$ cat src/rtl/lmrs_pkg.sv
// Shared types, sizes and tables for the LED matrix row-scan scroller.
// Used by lmrs_ctrl, lmrs_datapath and led_matrix_row_scan_scroller_unit.
package lmrs_pkg;

    localparam int MAX_GLYPHS     = 128;
    localparam int GLYPHS_PER_ROW = 4;
    localparam int GLYPH_BYTES    = 32;
    localparam int SCAN_ROWS      = 16;

    localparam int GLYPH_W     = $clog2(MAX_GLYPHS);
    localparam int BYTE_W      = $clog2(GLYPH_BYTES);
    localparam int ADDR_W      = GLYPH_W + BYTE_W;
    localparam int STORE_DEPTH = MAX_GLYPHS * GLYPH_BYTES;

    localparam int ROW_BYTES = 2 * GLYPHS_PER_ROW;
    localparam int IDX_W     = (ROW_BYTES > 1) ? $clog2(ROW_BYTES) : 1;
    localparam int RCNT_W    = $clog2(ROW_BYTES + 1);

    localparam int ROW_W   = 4;
    localparam int OFF_W   = 7;
    localparam int SLOT_W  = 7;
    localparam int BSLOT_W = 5;
    localparam int PIX_W   = 8;
    localparam int CNT_W   = 8;
    localparam int LEN_W   = 9;
    localparam int CMP_W   = LEN_W + 1;
    localparam int DATA_W  = 64;

    localparam int CMD_W       = 2;
    localparam int IN_TDATA_W  = 24;
    localparam int OUT_TDATA_W = 80;
    localparam int CFG_IDX_W   = 1;
    localparam int CFG_DATA_W  = 8;

    typedef enum logic [CMD_W-1:0] {
        CMD_LOAD    = 2'd0,
        CMD_TICK    = 2'd1,
        CMD_ADVANCE = 2'd2,
        CMD_RESTART = 2'd3
    } cmd_code_t;

    typedef enum logic [CFG_IDX_W-1:0] {
        REG_SCROLL_MODE = 1'd0,
        REG_CHAR_COUNT  = 1'd1
    } reg_index_t;

    typedef enum logic [1:0] {
        ST_CLEAR,
        ST_IDLE,
        ST_READ,
        ST_WAIT
    } state_t;

    typedef struct packed {
        logic             load;
        logic             set_pending;
        logic             restart;
        logic             tick_start;
        logic             clr_step;
        logic             rd_issue;
        logic [IDX_W-1:0] rd_idx;
        logic             shift;
        logic             load_out;
    } dp_cmd_t;

    typedef struct packed {
        logic clr_last;
        logic out_free;
    } dp_stat_t;

    // Message length rounded up to a whole number of windows, per char_count value.
    typedef logic [LEN_W-1:0] len_table_t [2**CNT_W];

    function automatic len_table_t build_len_table();
        len_table_t tbl;
        int         n;
        int         r;
        for (int i = 0; i < 2**CNT_W; i++)
        begin
            n = i;
            r = i % GLYPHS_PER_ROW;
            if (r != 0)
            begin
                n = n + GLYPHS_PER_ROW - r;
            end
            tbl[i] = LEN_W'(n);
        end
        return tbl;
    endfunction

    localparam len_table_t LEN_TABLE = build_len_table();

endpackage

$ cat src/rtl/lmrs_ctrl.sv
// Sequencer for the row-scan scroller: clearing pass, command decode,
// row read sequence and output hand-off. Depends on lmrs_pkg.
module lmrs_ctrl (
    input  logic                      clk,
    input  logic                      rst_n,
    input  logic                      s_tvalid,
    input  logic [lmrs_pkg::CMD_W-1:0] s_cmd,
    output logic                      s_tready,
    input  lmrs_pkg::dp_stat_t         stat,
    output lmrs_pkg::dp_cmd_t          cmd
);

    lmrs_pkg::state_t                state_reg;
    lmrs_pkg::state_t                state_next;
    logic [lmrs_pkg::RCNT_W-1:0]     cnt_reg;
    logic [lmrs_pkg::RCNT_W-1:0]     cnt_next;
    lmrs_pkg::cmd_code_t             code;

    assign code = lmrs_pkg::cmd_code_t'(s_cmd);

    always_ff @(posedge clk or negedge rst_n)
    begin
        if (!rst_n)
        begin
            state_reg <= lmrs_pkg::ST_CLEAR;
            cnt_reg   <= '0;
        end
        else
        begin
            state_reg <= state_next;
            cnt_reg   <= cnt_next;
        end
    end

    always_comb
    begin
        state_next = state_reg;
        cnt_next   = cnt_reg;
        s_tready   = 1'b0;
        cmd        = '0;
        case (state_reg)
            lmrs_pkg::ST_CLEAR:
            begin
                cmd.clr_step = 1'b1;
                if (stat.clr_last)
                begin
                    state_next = lmrs_pkg::ST_IDLE;
                end
            end
            lmrs_pkg::ST_IDLE:
            begin
                s_tready = 1'b1;
                if (s_tvalid)
                begin
                    case (code)
                        lmrs_pkg::CMD_LOAD:    cmd.load = 1'b1;
                        lmrs_pkg::CMD_ADVANCE: cmd.set_pending = 1'b1;
                        lmrs_pkg::CMD_RESTART: cmd.restart = 1'b1;
                        lmrs_pkg::CMD_TICK:
                        begin
                            cmd.tick_start = 1'b1;
                            cnt_next       = '0;
                            state_next     = lmrs_pkg::ST_READ;
                        end
                        default: ;
                    endcase
                end
            end
            lmrs_pkg::ST_READ:
            begin
                // issue byte cnt, shift in byte cnt-1 from the registered read
                cmd.rd_idx = cnt_reg[lmrs_pkg::IDX_W-1:0];
                cmd.shift  = (cnt_reg != '0);
                if (cnt_reg == lmrs_pkg::RCNT_W'(lmrs_pkg::ROW_BYTES))
                begin
                    state_next = lmrs_pkg::ST_WAIT;
                end
                else
                begin
                    cmd.rd_issue = 1'b1;
                    cnt_next     = cnt_reg + 1'b1;
                end
            end
            lmrs_pkg::ST_WAIT:
            begin
                if (stat.out_free)
                begin
                    cmd.load_out = 1'b1;
                    state_next   = lmrs_pkg::ST_IDLE;
                end
            end
            default:
            begin
                state_next = lmrs_pkg::ST_CLEAR;
            end
        endcase
    end

endmodule

$ cat config.mk
export PLATFORM = sky130hd
export DESIGN_NAME = lmrs_ctrl
export DESIGN_NICKNAME = d
export VERILOG_FILES = /design/src/rtl/lmrs_pkg.sv /design/src/rtl/lmrs_ctrl.sv
export SDC_FILE = /design/constraint.sdc
export NUM_CORES = 1
export LEC_CHECK = 0
export ABC_CLOCK_PERIOD_IN_PS = 2500
export BUFFER_PORTS_ARGS = -buffer_cell sky130_fd_sc_hd__buf_4
export CORE_AREA = 5 5 42 44
export CTS_CLUSTER_DIAMETER = 80
export DETAILED_ROUTE_END_ITERATION = 7
export DIE_AREA = 0 0 47 49
export HOLD_SLACK_MARGIN = 0.05
export PLACE_DENSITY = 0.69
export RECOVER_POWER = 100
export SLEW_MARGIN = 20
export SYNTH_ARGS = -nofsm -noshare
export SYNTH_HDL_FRONTEND = slang
export SYNTH_SLANG_ARGS = --single-unit
$ cat constraint.sdc
create_clock -name clk -period 2.5 [get_ports clk]
set_input_delay 0.25 -clock clk [delete_from_list [all_inputs] [get_ports clk]]
set_output_delay 0.25 -clock clk [all_outputs]
set_load 0.02 [all_outputs]
Yosys cells after proc, flatten, opt, wreduce, memory -nomap -nowiden
Index checks and enable logic that the tools add are counted.
W data, S select, Z words.
{"block": "word_totals", "regBits": 6, "elab_cells": 44}
{"block": "classes", "add_sub_neg": 1, "n_eq_ne": 13, "n_mux": 22, "n_reduce_logical": 6}
{"cell": "$mux W4", "n": 5}
{"cell": "$mux W2", "n": 5}
{"cell": "$ne A2 B2 Y1 const B", "n": 5}
{"cell": "$mux W1", "n": 9}
{"cell": "$eq A2 B2 Y1 const B", "n": 4}
{"cell": "$pmux W2 S4", "n": 1}
{"cell": "$pmux W4 S2", "n": 1}
{"cell": "$mux W5", "n": 1}
{"cell": "$reduce_and A5 Y1", "n": 1}
{"cell": "$add A4 B1 Y4 const B", "n": 1}
{"cell": "$eq A2 B1 Y1 const B", "n": 2}
{"cell": "$eq A4 B4 Y1 const B", "n": 1}
{"cell": "$logic_not A2 Y1", "n": 2}
{"cell": "$reduce_and A4 Y1", "n": 1}
{"cell": "$reduce_bool A4 Y1", "n": 1}
{"cell": "$ne A2 B1 Y1 const B", "n": 1}
{"cell": "$reduce_bool A2 Y1", "n": 1}

Depth between registers and ports, before layout
Gate-level depths: netlist (run 1).
{"block": "depth", "depth_word": 4, "mapped_depth": 7}

Worst setup path before layout (run 1)
OpenSTA, ideal clock, no wires.
{"block": "synth_timing", "path_kind": "flip-flop to flip-flop", "start": "register cnt_reg[0] in the netlist's numbering", "end": "register state_reg[1]", "t_arrival_ns": 1.873, "setup_slack_ns": 0.503, "path_stages_with_launch": 7, "n_path_buf": 0, "path_cell_list": "dfrtp_1 inv_1 ha_1 nor2b_2 a21boi_0 nand4b_1 mux2_2"}
{"block": "synth_via", "elab_chain_cells": 3}
{"item": "from (decl)", "line_no": "lmrs_ctrl.sv:15", "source": "logic [lmrs_pkg::RCNT_W-1:0] cnt_reg;"}
{"item": "from (signal assigned)", "line_no": "lmrs_ctrl.sv:31", "source": "cnt_reg <= cnt_next;"}
{"item": "$eq A4 B4 Y1", "line_no": "lmrs_ctrl.sv:74", "source": "if (cnt_reg == lmrs_pkg::RCNT_W'(lmrs_pkg::ROW_BYTES))"}
{"item": "$ne A2 B2 Y1 (no line)"}
{"item": "$reduce_and A5 Y1 (no line)"}
{"item": "to (signal assigned)", "line_no": "lmrs_ctrl.sv:25", "source": "state_reg <= lmrs_pkg::ST_CLEAR;"}
{"item": "to (signal assigned)", "line_no": "lmrs_ctrl.sv:30", "source": "state_reg <= state_next;"}
{"item": "to (decl)", "line_no": "lmrs_ctrl.sv:13", "source": "lmrs_pkg::state_t state_reg;"}
Every way passes these cells.
A chain may end at the register's enable or synchronous reset.

Worst setup path in the final report (run 1)
{"block": "layout_timing", "start": "register state_reg[0]", "end": "register cnt_reg[3] in the netlist's numbering"}
{"block": "layout_via", "elab_chain_cells": 3, "elab_cells_between_ends": 8, "classes_between": "eq/ne: 5; mux: 1; reduce/logical: 2"}
{"item": "$eq A2 B1 Y1 / $eq A2 B2 Y1 (equally long branches)", "line_no": "lmrs_ctrl.sv:41", "source": "case (state_reg)"}
{"item": "$ne A2 B1 Y1 (no line), or another cell as far along"}
{"item": "$reduce_and A4 Y1 (no line)"}
Parallel ways exist; a longest one is shown, timed or not.

==> impl_metrics.tcl, run 1 <==
set metrics [dict create \
    status "finished clean" \
    core_sq_um 1400 \
    critPathKind "flop to flop" \
    ir_worst_vdd_uv 479 \
    synth-edff-count 0 \
    fin_crit_ns 1.96 \
    worstHoldPathType "input port to async pin" \
    grt_pass1_vias 423 \
    die_w_um 47 \
    fp-row-count 14 \
    syn2layout_area_growth_pct 26.9 \
    cts_root_buf "clkbuf_4" \
    drc 0 \
    vias 440 \
    synth_top_area_share_pct 29.9 \
    syn_area_sq_um 503 \
    totalWireLength_um 1060 \
    drt_iter0_drc 3 \
    slowest_stage "a221o_1" \
    antenna_found_initial 0 \
    synthTopCellsByArea "dfrtp_1 (30%), ha_1 (17%), nand2_1 (7.5%), and2_1 (5.0%), nand2b_1 (5.0%)" \
    finalNonFillerCells 96 \
    slew_headroom_pct 77.7 \
    cts_tree "done" \
    seq_area_frac_synth_pct 29.9 \
    dieHeight_um 49 \
    grt_max_degree 13 \
    final.period_utilization_pct 78.3 \
    place.gp.congestion 0.716 \
    tightest_slew_ns 0.334 \
    yosys-mux-area-fraction_pct 4.23 \
    postCtsSetupBuffers 0 \
    dieArea_sq_um 2300 \
    clock_latency_ns 0.24 \
    max_cap_violations 0 \
    ys.flop_type "dfrtp_1" \
    crit_required_ns 2.62 \
    synth-xor-area-share_pct 0 \
    finalHoldViolCount 0 \
    async_flop_share_pct 100 \
    power.density_nw_per_um2 990 \
    rsz0062_at_grt "false" \
    num_io_pins 19 \
    num_antenna_cells 0 \
    grt_overflow 0 \
    place_hpwl_um 882 \
    drive_gt1_share_pct 16.3 \
    finalClockSkew_ns 0.00715 \
    finalMaxSlewViolations 0 \
    grt_pass1_wl_um 1800 \
    multi_input_area_sq_um 319 \
    synth_top_family_by_area "simple AND/OR/NAND/NOR gates" \
    setup_viol 0 \
    fin_util_pct 45.5 \
    start_util_pct 35.9 \
    final_area_sq_um 638 \
    first_pass_iters 2 \
    synth_cell_types 20 \
    io_buffers 18 \
    crit_arrival_ns 2.08 \
    yosys.area.top_type "dfrtp_1" \
    fillCellCount 160 \
    start_kind "flop" \
    tns_ns 0 \
    grt_usage_pct 10.6 \
    synthSimpleGateAreaFrac_pct 31.6 \
    post_drt_wl_per_cell_um 11.0 \
    path_cells "inv_1 > ha_1 > and2_0 > a221o_1 > o311ai_0" \
    ys_ff_latch 6 \
    clockBufferDepth 2 \
    syn_inst 59 \
    final_antenna_net_count 0 \
    synth_warnings 0 \
    crit_fanout 12 \
    end_kind "flop" \
    largest_register_ffs 4 \
    clock_sinks 6 \
    leakage_nw 0.291 \
    clk_pin_slew_ns 0.05 \
    max_freq_mhz 511 \
    synthAdderAreaFrac_pct 17.4 \
    vias_per_cell 4.58 \
    fin_nets 96 \
    seq_area_sq_um 150 \
    synth_area_per_cell_sq_um 8.53 \
    htree_levels 1 \
    cts_buffers 3 \
    dp.cells 92 \
    hold_ws_ns 0.410 \
    syn_nets 73 \
    synth_compound_area_share_pct 12.2 \
    place_area_sq_um 653 \
    slowest_delay_ns 0.45 \
]
## Yosys cell counts, types with 2 or more instances
library cell	instances
o21ai_0	4
nand2b_1	4
inv_1	5
a21boi_0	2
ha_1	7
nand2_1	10
dfrtp_1	6
nor2_1	5
and2_1	4
nand3b_1	2
## per-layer routing
layer | GRT usage, % | vias to the layer above | share of wire, %
met5 | 0 | - | 0
met4 | 1.38 | 0 | 0
met3 | 5.90 | 0 | 4.0
met2 | 16.1 | 5 | 52
met1 | 13.2 | 200 | 44
li1 | - | 235 | -
## kinds of logic (layout without fill, tap and decap cells)
logic type | count (synthesis) | count (layout)
simple gates | 30 | 30
compound gates | 8 | 8
fa+ha+maj | 7 | 7
flops | 6 | 6
buf+inv | 6 | 27
mux | 2 | 2
## worst max-delay path, delay by kind of cell, from the launching register on
family / cells / cell delay [ns]
adders and majority gates: 1 / 0.32
and+or+nand+nor: 1 / 0.20
DFF: 1 / 0.40
buffers and inverters: 1 / 0.10
AOI/OAI and AO/OA: 2 / 0.81
## placed cells by master, fill, tap and decap left out, types with 2 or more instances in the layout
master / netlist / layout
inv_1: 5 / 5
dfrtp_1: 6 / 6
and2_0: 0 / 4
buf_4: 0 / 8
clkbuf_4: 0 / 3
nor2_1: 5 / 5
a21boi_0: 2 / 2
nand3b_1: 2 / 2
o21ai_0: 4 / 4
ha_1: 7 / 7
nand2b_1: 4 / 4
nand2_1: 10 / 10
clkbuf_1: 0 / 10
## layout make-up
| type | instances | area share, % |
|---|---|---|
| clock buffer | 3 | 3.53 |
| inverter | 5 | 2.94 |
| multi-input combinational | 47 | 50.0 |
| sequential | 6 | 23.5 |
| tap | 16 | 3.14 |
| timing repair buffer | 19 | 16.9 |
## final timing paths
path,startpoint,to,slack (ns),depth (start not counted)
max in group asynchronous,rst_n,state_reg[1],1.84,2
max reg2reg,state_reg[0],cnt_reg[3],0.54,5
min,rst_n,state_reg[0],0.41,2
max,state_reg[0],cnt_reg[3],0.54,5
min in group clk,stat[1],state_reg[0],0.52,4
min reg2reg,cnt_reg[0],cnt_reg[0],0.57,2
## through the flow
stage / power [mW] / setup slack [ns]
after floorplan: 0.459 / 0.503
after global placement: 0.574 / 0.703
after global routing: 0.703 / 0.364
after detailed placement: 0.584 / 0.642
final: 0.632 / 0.541
after CTS: 0.678 / 0.632
## power by group
part	leakage [nW]	switching, mW	internal [mW]
logic	0.200	0.226	0.148
registers	0.0775	0.0381	0.132
clock network	0.0138	0.0330	0.0542
total	0.291	0.298	0.334
## timing repair
| action | 4_1_cts | 5_1_grt |
|---|---|---|
| gates resized for setup | 0 | 0 |
| hold buffers | 1 | 0 |
| endpoints found under the hold margin | 6 | 0 |
Power figures use the tool's default switching activity.
==> run 2: changes to the inputs <==
--- a/config.mk
+++ b/config.mk
@@ -5,7 +5,7 @@
 export SDC_FILE = /design/constraint.sdc
 export NUM_CORES = 1
 export LEC_CHECK = 0
-export ABC_CLOCK_PERIOD_IN_PS = 2500
+export ABC_CLOCK_PERIOD_IN_PS = 2000
 export BUFFER_PORTS_ARGS = -buffer_cell sky130_fd_sc_hd__buf_4
 export CORE_AREA = 5 5 42 44
 export CTS_CLUSTER_DIAMETER = 80
==> constraint.sdc (replaced) <==
create_clock -name clk -period 2 [get_ports clk]
set_input_delay 0.2 -clock clk [delete_from_list [all_inputs] [get_ports clk]]
set_output_delay 0.2 -clock clk [all_outputs]
set_load 0.02 [all_outputs]
==> run 2 against run 1 <==
  * Cell count increased by 1.0%
  * Critical path depth unchanged
  * Clock-buffer cell count did not move
  * Wire length increased by 0.76%
  * Largest power group unchanged
==> impl_metrics.tcl, run 2 (synthesis results as in run 1) <==
set metrics [dict create \
    power_frac_comb_pct 59.5 \
    r2r_start "state_reg[0]" \
    max_freq_mhz 556 \
    largest_register_ffs 4 \
    start_util_pct 35.9 \
    switching_share_pct 47.1 \
    grt_pass1_wl_um 1820 \
    finalClockSkew_ns 0.0111 \
    finalHoldViolCount 0 \
    drc 0 \
    slowest_stage "dfrtp_1" \
    clock_latency_ns 0.25 \
    io_buffers 18 \
    grt_usage_pct 10.8 \
    r2r_cells 6 \
    seq_power_share_pct 26.2 \
    clk_pin_slew_ns 0.05 \
    fin_crit_ns 1.80 \
    place.gp.congestion 0.685 \
    grt_max_degree 10 \
    setup_viol 0 \
    critPathKind "flop to output pin" \
    dieArea_sq_um 2300 \
    regToRegEndpoint "cnt_reg[2]" \
    place_area_sq_um 661 \
    syn2layout_area_growth_pct 28.6 \
    post_drt_wl_per_cell_um 11.0 \
    dieHeight_um 49 \
    drt_iter0_drc 7 \
    tightest_slew_ns 0.325 \
    clock_sinks 6 \
    slowest_delay_ns 0.41 \
    drive_gt1_share_pct 17.3 \
    die_w_um 47 \
    mostFrequentLayoutCell "clkbuf_1" \
    dp.cells 93 \
    final.period_utilization_pct 89.9 \
    leakage_nw 0.297 \
    cts_root_buf "clkbuf_4" \
    rsz0062_at_grt "false" \
    postCtsSetupBuffers 0 \
    final_area_sq_um 647 \
    num_antenna_cells 0 \
    status "finished clean" \
    vias 458 \
    worstHoldPathType "input port to async pin" \
    power.switching_mw 0.379 \
    finalNonFillerCells 97 \
    clkPwrFrac_pct 14.3 \
    num_io_pins 19 \
    core_sq_um 1400 \
    cts_tree "done" \
    path_cells "inv_1 > ha_1 > buf_4 > a21boi_0 > clkbuf_2" \
    tns_ns 0 \
    grt_pass1_vias 438 \
    fin_nets 97 \
    pre_cts_ws_ns 0.249 \
    start_kind "flop" \
    first_pass_iters 4 \
    htree_levels 1 \
    slew_headroom_pct 78.4 \
    vias_per_cell 4.72 \
    final_cell_mix "clkbuf_1 (11), nand2_1 (10), ha_1 (7), buf_4 (7), dfrtp_1 (6)" \
    power.density_nw_per_um2 1240 \
    clockBufferDepth 2 \
    crit_fanout 9 \
    crit_arrival_ns 1.60 \
    final_antenna_net_count 0 \
    antenna_found_initial 0 \
    place_hpwl_um 891 \
    end_kind "output pin" \
    grt_overflow 0 \
    intPower_mw 0.425 \
    ir_worst_vdd_uv 572 \
    rrSetupSlack_ns 0.24 \
    cts_buffers 3 \
    totalWireLength_um 1060 \
    max_cap_violations 0 \
    fp-row-count 14 \
    crit_required_ns 1.80 \
    finalMaxSlewViolations 0 \
    hold_ws_ns 0.352 \
    fin_ws_ns 0.202 \
]
run 2: changes by cell type in the layout (fill, tap and decap cells not counted), sizes merged:
cell    delta
buf        -1
clkbuf     +2
run 2: worst max-delay path by stage:
stage                  from  slack [ns]  depth (start not counted)           end
4_1_cts        state_reg[0]        0.21                          5        cmd[1]
3_5_place_dp   state_reg[0]        0.25                          6    cnt_reg[2]
3_3_place_gp   state_reg[0]        0.29                          6    cnt_reg[2]
6_report       state_reg[0]        0.20                          5        cmd[1]
2_1_floorplan    cnt_reg[0]       0.003                          6  state_reg[1]
5_1_grt        state_reg[0]        0.07                          5        cmd[1]
run 2: cell type report:
cell class                 instances  area (sq um)
fill                             161           754
multi-input combinational         47           327
sequential                         6           150
timing repair buffer              20           109
clock buffer                       3          22.5
tap                               16          20.0
inverter                           5          18.8
run 2: stage by stage:
stage / util [%] / total power, mW
global route: 46.2 / 0.892
detailed placement: 47.1 / 0.740
floorplan: - / 0.573
global placement: 47.1 / 0.729
CTS: 49.5 / 0.860
finish: 46.2 / 0.804
run 2: timing repair:
| item | CTS | global route |
|---|---|---|
| resized for setup | 0 | 0 |
| hold buffers | 1 | 0 |
| hold endpoints to repair | 6 | 0 |
run 2: critical path: cells and delay by family (launching register included):
| family | cells | cell delay (ns) |
|---|---|---|
| fa+ha+maj | 1 | 0.21 |
| buf+inv | 3 | 0.50 |
| compound gates | 1 | 0.22 |
| flops | 1 | 0.41 |
run 2: layer usage:
| layer | part of all wire, % | track usage [%] | routed length, um |
|---|---|---|---|
| met5 | 0 | 0 | 0 |
| met4 | 0 | 1.38 | 0 |
| met3 | 4.8 | 5.54 | 51 |
| met2 | 51 | 16.7 | 538 |
| met1 | 45 | 13.4 | 474 |
run 2: power by group through the flow:
stage                     Clock (mW)  Sequential (mW)  Combinational (mW)
after global routing           0.126            0.218               0.548
final                          0.115            0.211               0.478
after global placement             0            0.212               0.517
after CTS                      0.118            0.213               0.529
after detailed placement           0            0.215               0.525
after floorplan                    0            0.202               0.371
